### src/sv/setpoint_profile_stabilization_sequencer_top_macros.svh
// assertion macros for the sequencer
`ifndef SETPOINT_PROFILE_STABILIZATION_SEQUENCER_TOP_MACROS_SVH
`define SETPOINT_PROFILE_STABILIZATION_SEQUENCER_TOP_MACROS_SVH
// implication checked on every clock outside reset
`define SPS_ASSERT_IMPL(lbl, ante, cons) \
    lbl: assert property (@(posedge clk) disable iff (!rst_n) (ante) |-> (cons)) \
        else $error("lbl failed");
// next-cycle implication
`define SPS_ASSERT_NEXT(lbl, ante, cons) \
    lbl: assert property (@(posedge clk) disable iff (!rst_n) (ante) |=> (cons)) \
        else $error("lbl failed");
`endif

### src/sv/spss_pkg.sv
`timescale 1ns / 1ps
`default_nettype none
package spss_pkg;
    localparam int ProfileDepth = 16;
    localparam int TraceDepth = 128;
    localparam int FilterAlpha = 6554;
    localparam int TrW = $clog2(TraceDepth);

    typedef enum logic [2:0] {
        K_TICK = 3'd0, K_START = 3'd1, K_PAUSE = 3'd2, K_RESUME = 3'd3,
        K_ABORT = 3'd4, K_LOAD = 3'd5, K_BAD6 = 3'd6, K_BAD7 = 3'd7
    } kind_t;

    typedef enum logic [3:0] {
        M_IDLE = 4'd0, M_STARTING = 4'd1, M_MOVING = 4'd2, M_STABILIZING = 4'd3,
        M_DWELLING = 4'd4, M_STEPDONE = 4'd5, M_PAUSED = 4'd6, M_FINISHED = 4'd7,
        M_ABORTED = 4'd8, M_FAULT = 4'd9
    } mode_t;

    typedef enum logic [2:0] {
        C_BAND = 3'd0, C_SETTLE = 3'd1, C_POST = 3'd2, C_LIMIT = 3'd3,
        C_GOON = 3'd4, C_RATE = 3'd5, C_WIN = 3'd6, C_LEN = 3'd7
    } cfg_idx_t;

    typedef enum logic [2:0] {
        B_IDLE, B_RUN, B_SCAN, B_SREAD, B_SMUL, B_SCMP, B_OUT
    } bstate_t;

    typedef struct packed {
        logic [2:0]         kind;
        logic [31:0]        time_ms;
        logic               sensor_good;
        logic signed [15:0] raw_temp;
        logic               sensor_blocked;
        logic               is_armed;
        logic               arm_would_succeed;
        logic [3:0]         entry_index;
        logic signed [15:0] entry_setpoint;
    } in_word_t;

    typedef struct packed {
        logic [3:0]         run_state;
        logic [4:0]         step_number;
        logic signed [15:0] setpoint_out;
        logic signed [15:0] smoothed_temp;
        logic               arm_request;
        logic               disarm_request;
        logic               stabilized;
        logic               inside_band;
        logic               timed_out;
        logic               rate_ok;
        logic               accepted;
    } out_word_t;

    typedef struct packed {
        logic [14:0] band;
        logic [15:0] settle;
        logic [15:0] post;
        logic [15:0] limit;
        logic        goon;
        logic [23:0] rate;
        logic [11:0] win;
        logic [4:0]  len;
    } cfg_t;
endpackage
`default_nettype wire

### src/sv/spss_queue.sv
`timescale 1ns / 1ps
`default_nettype none
module spss_queue (
    input  wire logic              clk,
    input  wire logic              rst_n,
    input  wire logic              valid,
    output logic                   stall,
    input  wire spss_pkg::in_word_t data,
    output logic                   q_valid,
    input  wire logic              q_take,
    output spss_pkg::in_word_t     q_data
);
    import spss_pkg::*;
    // two-entry fifo between front and back
    in_word_t mem_reg [2];
    logic rd_reg, rd_next, wr_reg, wr_next;
    logic [1:0] cnt_reg, cnt_next;
    logic push, pop;

    assign stall = (cnt_reg == 2'd2);
    assign push = valid && !stall;
    assign q_valid = (cnt_reg != 2'd0);
    assign pop = q_valid && q_take;
    assign q_data = mem_reg[rd_reg];

    always_comb
    begin
        rd_next = pop ? ~rd_reg : rd_reg;
        wr_next = push ? ~wr_reg : wr_reg;
        cnt_next = cnt_reg + {1'b0, push} - {1'b0, pop};
    end

    always_ff @(posedge clk or negedge rst_n)
    begin
        if (!rst_n)
        begin
            rd_reg <= 1'b0;
            wr_reg <= 1'b0;
            cnt_reg <= 2'd0;
        end
        else
        begin
            rd_reg <= rd_next;
            wr_reg <= wr_next;
            cnt_reg <= cnt_next;
        end
    end

    always_ff @(posedge clk)
    begin
        if (push)
            mem_reg[wr_reg] <= data;
    end
endmodule
`default_nettype wire

### config.mk
export PLATFORM = sky130hd
export DESIGN_NAME = spss_queue
export DESIGN_NICKNAME = d
export VERILOG_FILES = /design/src/sv/setpoint_profile_stabilization_sequencer_top_macros.svh /design/src/sv/spss_pkg.sv /design/src/sv/spss_queue.sv
export SDC_FILE = /design/constraint.sdc
export NUM_CORES = 1
export LEC_CHECK = 0
export ABC_AREA = 1
export BUFFER_PORTS_ARGS = -buffer_cell sky130_fd_sc_hd__buf_2
export CORE_MARGIN = 4
export CORE_UTILIZATION = 47
export DETAILED_ROUTE_END_ITERATION = 6
export GPL_ROUTABILITY_DRIVEN = 0
export GPL_TIMING_DRIVEN = 1
export PLACE_DENSITY = 0.88
export SYNTH_ARGS = -nofsm -noshare
export SYNTH_HDL_FRONTEND = slang
export SYNTH_SLANG_ARGS = --single-unit
### constraint.sdc
create_clock -name clk -period 4.25 [get_ports clk]
set_clock_uncertainty 0.2 [all_clocks]
set_input_delay 0 -clock clk [delete_from_list [all_inputs] [get_ports clk]]
set_output_delay 0 -clock clk [all_outputs]
set_load 0.02 [all_outputs]
==> out/results.tsv, run 1 <==
metric	value	unit
outcome	complete, no violations	
area leader, netlist	edfxtp_1	
Synth Area in Adders	0.00439	
Die ar.	14000	um^2
TNS Setup	0	ns
slew at the pin with the worst max-slew slack	1.29	ns
internal power	3.42	mW
Initial Utilization	0.489	
largest net degree at the start of global routing	77	
synthesized area	5710	um^2
critical path required time	4.19	ns
worst hold path type	input port to flop	
antenna viol nets, final	0	
worst rel slew slack	0.141	
total gr overflow	0	
P per Cell Area	691	nW/um^2
crit-path max cell delay	0.80	ns
GRT Total Usage	0.194	
first-pass iteration count of the detailed router	4	
Max Slew Vio Count	0	
syn_area_per_cell	13.4	um^2
CP arrival	2.49	ns
core outline area	11700	um^2
Die Ht	118	um
fin nets	745	
main combinational cell family by area after synthesis	simple AND/OR/NAND/NOR gates	
Net Switching	2.04	mW
clock network latency to the later pin of the worst-skew pair	0.41	ns
Buffers on Ports	155	
Clock transition at path regs	0.06	ns
fin crit period	2.55	ns
fillers	780	
combinational fraction of design power	0.351	
clk buf depth	2	
syn nets	506	
global-route wire length before repair	21.1	mm
Worst Path Max Fanout	56	
crit end category	flop	
WL/cell	16.2	um
vias per cell	4.85	
vias	3981	
area taken by multi-input logic gates	945	um^2
period utilisation layout	0.600	
Synth cell types	11	
RSZ-0062 raised after global routing	no	
initial drt markers	298	
Sw Ratio	0.373	
Final Hold Fails	0	
share of the synthesized area in the top cell type	0.789	
yosys warns	0	
Seq/Total Area, Yosys	0.807	
H-Tree Depth	4	
Die Wd	118	um
I/O pins	156	
Area Growth Syn to Fin	38.4	%
wirelength, routed	13.3	mm
Yosys reg bits	154	
setup violators final	0	
Leak	3.43	nW
CP Class	flop to flop	
clock share of power	0.252	
Num CTS Buffers	17	
CTS root buf	clkbuf_16	
top cells by area, synth	edfxtp_1 (79%), nand2_1 (16%), dfrtp_1 (1.8%)	
sequential power share	0.397	
critical path, cell by cell	inv_1 > nand2_1 > nand3_1 > clkinv_2 > buf_4	
VDD IR max	0.000522	V
remaining routing DRC violations	0	
Synth Area in Simple Gates	0.160	
initial antenna violation count	0	
layout cell share with drive strength beyond 1	0.281	
number of flip-flops in the largest register	150	
mux cell area share after synthesis	0	
Register Area	4610	um^2
CP max-delay cell	clkinv_2	
number of global-route vias before repair	4171	
reg2reg path depth	5	
Compound-Gate Fraction of Synth Area	0	
Sink Count	154	
final design instance area without fill	7900	um^2
num rows	39	
hpwl dp	7.15	mm
fmax	392	MHz
Cell Area, Placed	6570	um^2
maxcap violations	0	
xor/xnor share of the synthesized area	0	
Min-Delay Path Depth	2	
Antenna Diode Count	0	
Post-CTS Repair Setup Buffers	0	
Cells after Synth	425	
CP startpoint kind	flop	
TritonCTS clock tree	yes	
-- metal layers --
layer,wire length (um),vias to the layer above,global-route usage
met2,7100,171,0.346
met5,0,-,0
met1,4930,1876,0.214
met4,391,0,0.0842
met3,851,35,0.0611
li1,-,1899,-
-- stage by stage --
step           setup slack (ns)  hold slack, ns  power, mW   util  cells
3_5_place_dp               1.72          -0.389       4.04  0.563    709
2_1_floorplan              1.11          -0.496       3.45      -    425
3_3_place_gp               1.83          -0.394       3.97  0.563    709
4_1_cts                    1.70          0.0839       5.47  0.677    820
6_report                   1.70           0.105       5.46  0.677    820
5_1_grt                    1.49          0.0811       5.75  0.677    820
-- path summary, 6_finish.rpt --
path | startpoint | to | slack, ns
max | cnt_reg[0] | mem_reg[0][50] | 1.70
min | data[71] | mem_reg[1][71] | 0.11
max reg2reg | cnt_reg[0] | mem_reg[0][50] | 1.70
min reg2reg | cnt_reg[0] | cnt_reg[0] | 0.33
max in group asynchronous | rst_n | rd_reg | 3.35
min in group asynchronous | rst_n | cnt_reg[0] | 0.30
-- layout by cell type, fill, tap and decap left out --
cell type,n
clkinvlp_4,5
ha_1,2
nand3_1,3
dfrtp_1,3
clkinv_4,2
edfxtp_1,150
dlygate4sd3_1,79
bufinv_16,1
nand2_1,238
inv_2,1
clkbuf_16,17
nor2_4,1
dfrtp_2,1
inv_1,8
clkinv_2,4
clkbuf_1,4
buf_2,155
buf_4,3
-- timing repair --
item / CTS / global route
gates resized for setup: 0 / 0
hold endpoints to repair: 158 / 0
hold buffers: 79 / 0
-- final cells by class --
cell class | count | share of cell area
sequential | 154 | 0.583
timing repair buffer | 237 | 0.201
multi-input combinational | 244 | 0.120
clock inverter | 11 | 0.0127
tap | 143 | 0.0227
clock buffer | 21 | 0.0558
inverter | 10 | 0.00491
-- critical path: cells and delay by family (launching register included) --
kind	cells	cell delay, ns
buf+inv	3	1.43
flops	1	0.39
simple gates	2	0.23
-- power groups by stage --
stage	clock (mW)	combinational, mW	sequential (mW)
floorplan	0	1.27	2.18
global placement	0	1.79	2.18
detailed placement	0	1.85	2.19
CTS	1.39	1.91	2.16
global route	1.47	2.09	2.20
finish	1.37	1.91	2.17
-- synthesized netlist by cell type --
library cell  instances
edfxtp_1            150
buf_6                 6
nand3_1               3
dfrtp_1               4
nor2_1                1
buf_2                 9
inv_1                 9
inv_2                 1
ha_1                  2
buf_4                 2
nand2_1             238
-- logic make-up after synthesis --
group                    Yosys count
AND/OR/NAND/NOR                  242
flip-flops                       154
buffers and inverters             27
adder cells (fa/ha/maj)            2
No activity file was read; power rests on OpenSTA's default activity.
==> run 2: changes to the inputs <==
--- a/config.mk
+++ b/config.mk
@@ -5,7 +5,7 @@
 export SDC_FILE = /design/constraint.sdc
 export NUM_CORES = 1
 export LEC_CHECK = 0
-export ABC_AREA = 1
+export ABC_AREA = 0
 export BUFFER_PORTS_ARGS = -buffer_cell sky130_fd_sc_hd__buf_2
 export CORE_MARGIN = 4
 export CORE_UTILIZATION = 47
==> constraint.sdc (replaced) <==
create_clock -name clk -period 2.1 [get_ports clk]
set_clock_uncertainty 0.2 [all_clocks]
set_input_delay 0 -clock clk [delete_from_list [all_inputs] [get_ports clk]]
set_output_delay 0 -clock clk [all_outputs]
set_load 0.02 [all_outputs]
==> out/results.tsv, run 2 <==
metric	value	unit	change
Antenna Diode Count	0		unchanged
fin nets	587		was 745
share of the synthesized area in the top cell type	0.781		was 0.789
CTS root buf	clkbuf_16		unchanged
CP startpoint	cnt_reg[1]		was cnt_reg[0]
global-route wire length before repair	18.7	mm	was 21.1 mm
most common cell in the synthesized netlist	edfxtp_1		was nand2_1
vias	3246		was 3,981
worst rel slew slack	0.845		was 0.141
VDD IR max	0.000724	V	was 0.000522 V
remaining routing DRC violations	0		unchanged
clock network latency to the later pin of the worst-skew pair	0.41	ns	about the same
critical path required time	2.21	ns	was 4.19 ns
Cells after Synth	251		was 425
syn nets	332		was 506
Num CTS Buffers	17		unchanged
fin crit period	1.98	ns	was 2.55 ns
outcome	complete, no violations		unchanged
I/O pins	156		unchanged
number of flip-flops in the largest register	150		unchanged
num rows	40		was 39
Max Slew Vio Count	0		unchanged
Sink Count	154		unchanged
Synth async-reset ratio	0.0260		unchanged
first-pass iteration count of the detailed router	4		unchanged
hpwl dp	7.03	mm	was 7.15 mm
most frequent cells after synthesis	edfxtp_1 (150), mux2_4 (40), mux2_2 (35)		was nand2_1 (238), edfxtp_1 (150), buf_2 (9), inv_1 (9), buf_6 (6)
Min-Delay Path Depth	2		unchanged
Core Util, Final	0.686		was 0.677
wirelength, routed	11.9	mm	was 13.3 mm
maxcap violations	0		unchanged
commonest non-fill, non-tap cell in the layout	buf_2		was nand2_1
Post-synth EDFFs	150		unchanged
clk buf depth	2		unchanged
Hold Path Origin	data[68]		was data[71]
Leak	3.26	nW	was 3.43 nW
area leader, netlist	edfxtp_1		unchanged
syn_area_per_cell	23.0	um^2	was 13.4 um^2
commonest cells after routing, fill and taps aside	buf_2 (155), edfxtp_1 (150), dlygate4sd3_1 (79), mux2_4 (40), mux2_2 (35)		was nand2_1 (238), buf_2 (155), edfxtp_1 (150), dlygate4sd3_1 (79), clkbuf_16 (17)
Initial Utilization	0.480		was 0.489
yosys warns	0		unchanged
Seq/Total Area, Yosys	0.798		was 0.807
top cells by area, synth	edfxtp_1 (78%), mux2_4 (10%), mux2_2 (6.8%)		was edfxtp_1 (79%), nand2_1 (16%), dfrtp_1 (1.8%)
layout cell share with drive strength beyond 1	0.524		was 0.281
Die ar.	14100	um^2	was 14,000 um^2
synthesized area	5770	um^2	was 5710 um^2
Post-synth top flop	edfxtp_1		unchanged
WL/cell	17.9	um	was 16.2 um
R2R setup slack	0.12	ns	was 1.70 ns
vias per cell	4.87		was 4.85
Die Ht	119	um	was 118 um
CP arrival	2.09	ns	was 2.49 ns
fmax	506	MHz	was 392 MHz
total gr overflow	0		unchanged
Synth cell types	17		was 11
reg2reg start	cnt_reg[1]		was cnt_reg[0]
GRT Total Usage	0.174		was 0.194
RSZ-0062 raised after global routing	no		unchanged
setup violators final	0		unchanged
CP Class	flop to flop		unchanged
period utilisation layout	0.942		was 0.600
antenna viol nets, final	0		unchanged
Final Hold Fails	0		unchanged
initial drt markers	256		was 298
core outline area	12000	um^2	was 11,700 um^2
initial antenna violation count	0		unchanged
reg2reg path depth	7		was 5
number of global-route vias before repair	3671		was 4,171
Yosys reg bits	154		unchanged
slew at the pin with the worst max-slew slack	0.232	ns	was 1.29 ns
P per Cell Area	1400	nW/um^2	was 691 nW/um^2
largest net degree at the start of global routing	39		was 77
TritonCTS clock tree	yes		unchanged
H-Tree Depth	4		unchanged
crit end category	flop		unchanged
CP startpoint kind	flop		unchanged
worst hold path type	input port to flop		unchanged
Clock transition at path regs	0.06	ns	about the same
Buffers on Ports	155		unchanged
Worst Path Max Fanout	3		was 56
TNS Setup	0	ns	unchanged
Area Growth Syn to Fin	43.0	%	was 38.4%
Die Wd	119	um	was 118 um
==> run 2: stage by stage <==
| step | setup WS [ns] | cells | hold WS (ns) | power, mW | area, um^2 |
|---|---|---|---|---|---|
| 2_1_floorplan | -0.231 | 251 | -0.496 | 7.12 | 5780 |
| 3_3_place_gp | 0.247 | 554 | -0.392 | 8.23 | 6830 |
| 3_5_place_dp | 0.132 | 554 | -0.389 | 8.37 | 6830 |
| 4_1_cts | 0.00643 | 665 | 0.0901 | 11.6 | 8230 |
| 5_1_grt | 0.0187 | 666 | 0.0972 | 12.1 | 8250 |
| 6_report | 0.122 | 666 | 0.111 | 11.6 | 8250 |
==> run 2: worst max-delay path, cell delays in order (launching register included) <==
cell	delay, ns
dfrtp_1	0.41
or2_1	0.25
and2_1	0.19
ha_1	0.28
inv_1	0.04
ha_1	0.18
xnor2_1	0.18
xnor2_1	0.17
==> run 2: metal layers <==
layer,vias up,wire (um),GRT usage
met5,-,0,0
met4,0,184,0.0558
met3,15,764,0.0651
met2,120,6660,0.322
met1,1605,4280,0.181
li1,1506,-,-
==> run 2: kinds of logic (layout without fill, tap and decap cells) <==
| family | after synthesis | in the layout | synth area share |
|---|---|---|---|
| fa+ha+maj | 2 | 2 | 0.00434 |
| simple gates | 6 | 6 | 0.00564 |
| buf+inv | 10 | 278 | 0.0130 |
| mux | 75 | 75 | 0.172 |
| flops | 154 | 154 | 0.798 |
| xor+xnor | 4 | 4 | 0.00608 |
==> run 2: area by class of cell <==
class,instances,area [um^2]
tap,147,184
fill,752,3770
timing repair buffer,244,1730
clock buffer,20,437
sequential,154,4610
clock inverter,12,174
inverter,2,7.51
multi-input combinational,87,1100
==> run 2: report_power, final <==
| group | internal (mW) | total [mW] | switching (mW) |
|---|---|---|---|
| sequential | 4.21 | 4.45 | 0.242 |
| combinational | 1.80 | 3.99 | 2.19 |
| clock | 1.98 | 3.11 | 1.13 |
==> run 2: final timing paths <==
kind | endpoint
worst max-delay path | cnt_reg[1]
worst min-delay path | mem_reg[1][68]
worst max register to register | cnt_reg[1]
worst min register to register | cnt_reg[0]
max in group asynchronous | rd_reg
min in group asynchronous | cnt_reg[0]
==> run 2: repair_timing <==
action | CTS | global route
endpoints found under the setup margin | 0 | 15
buffers inserted | 0 | 1
hold endpoints to repair | 165 | 0
hold buffers | 79 | 0
resized for setup | 0 | 0
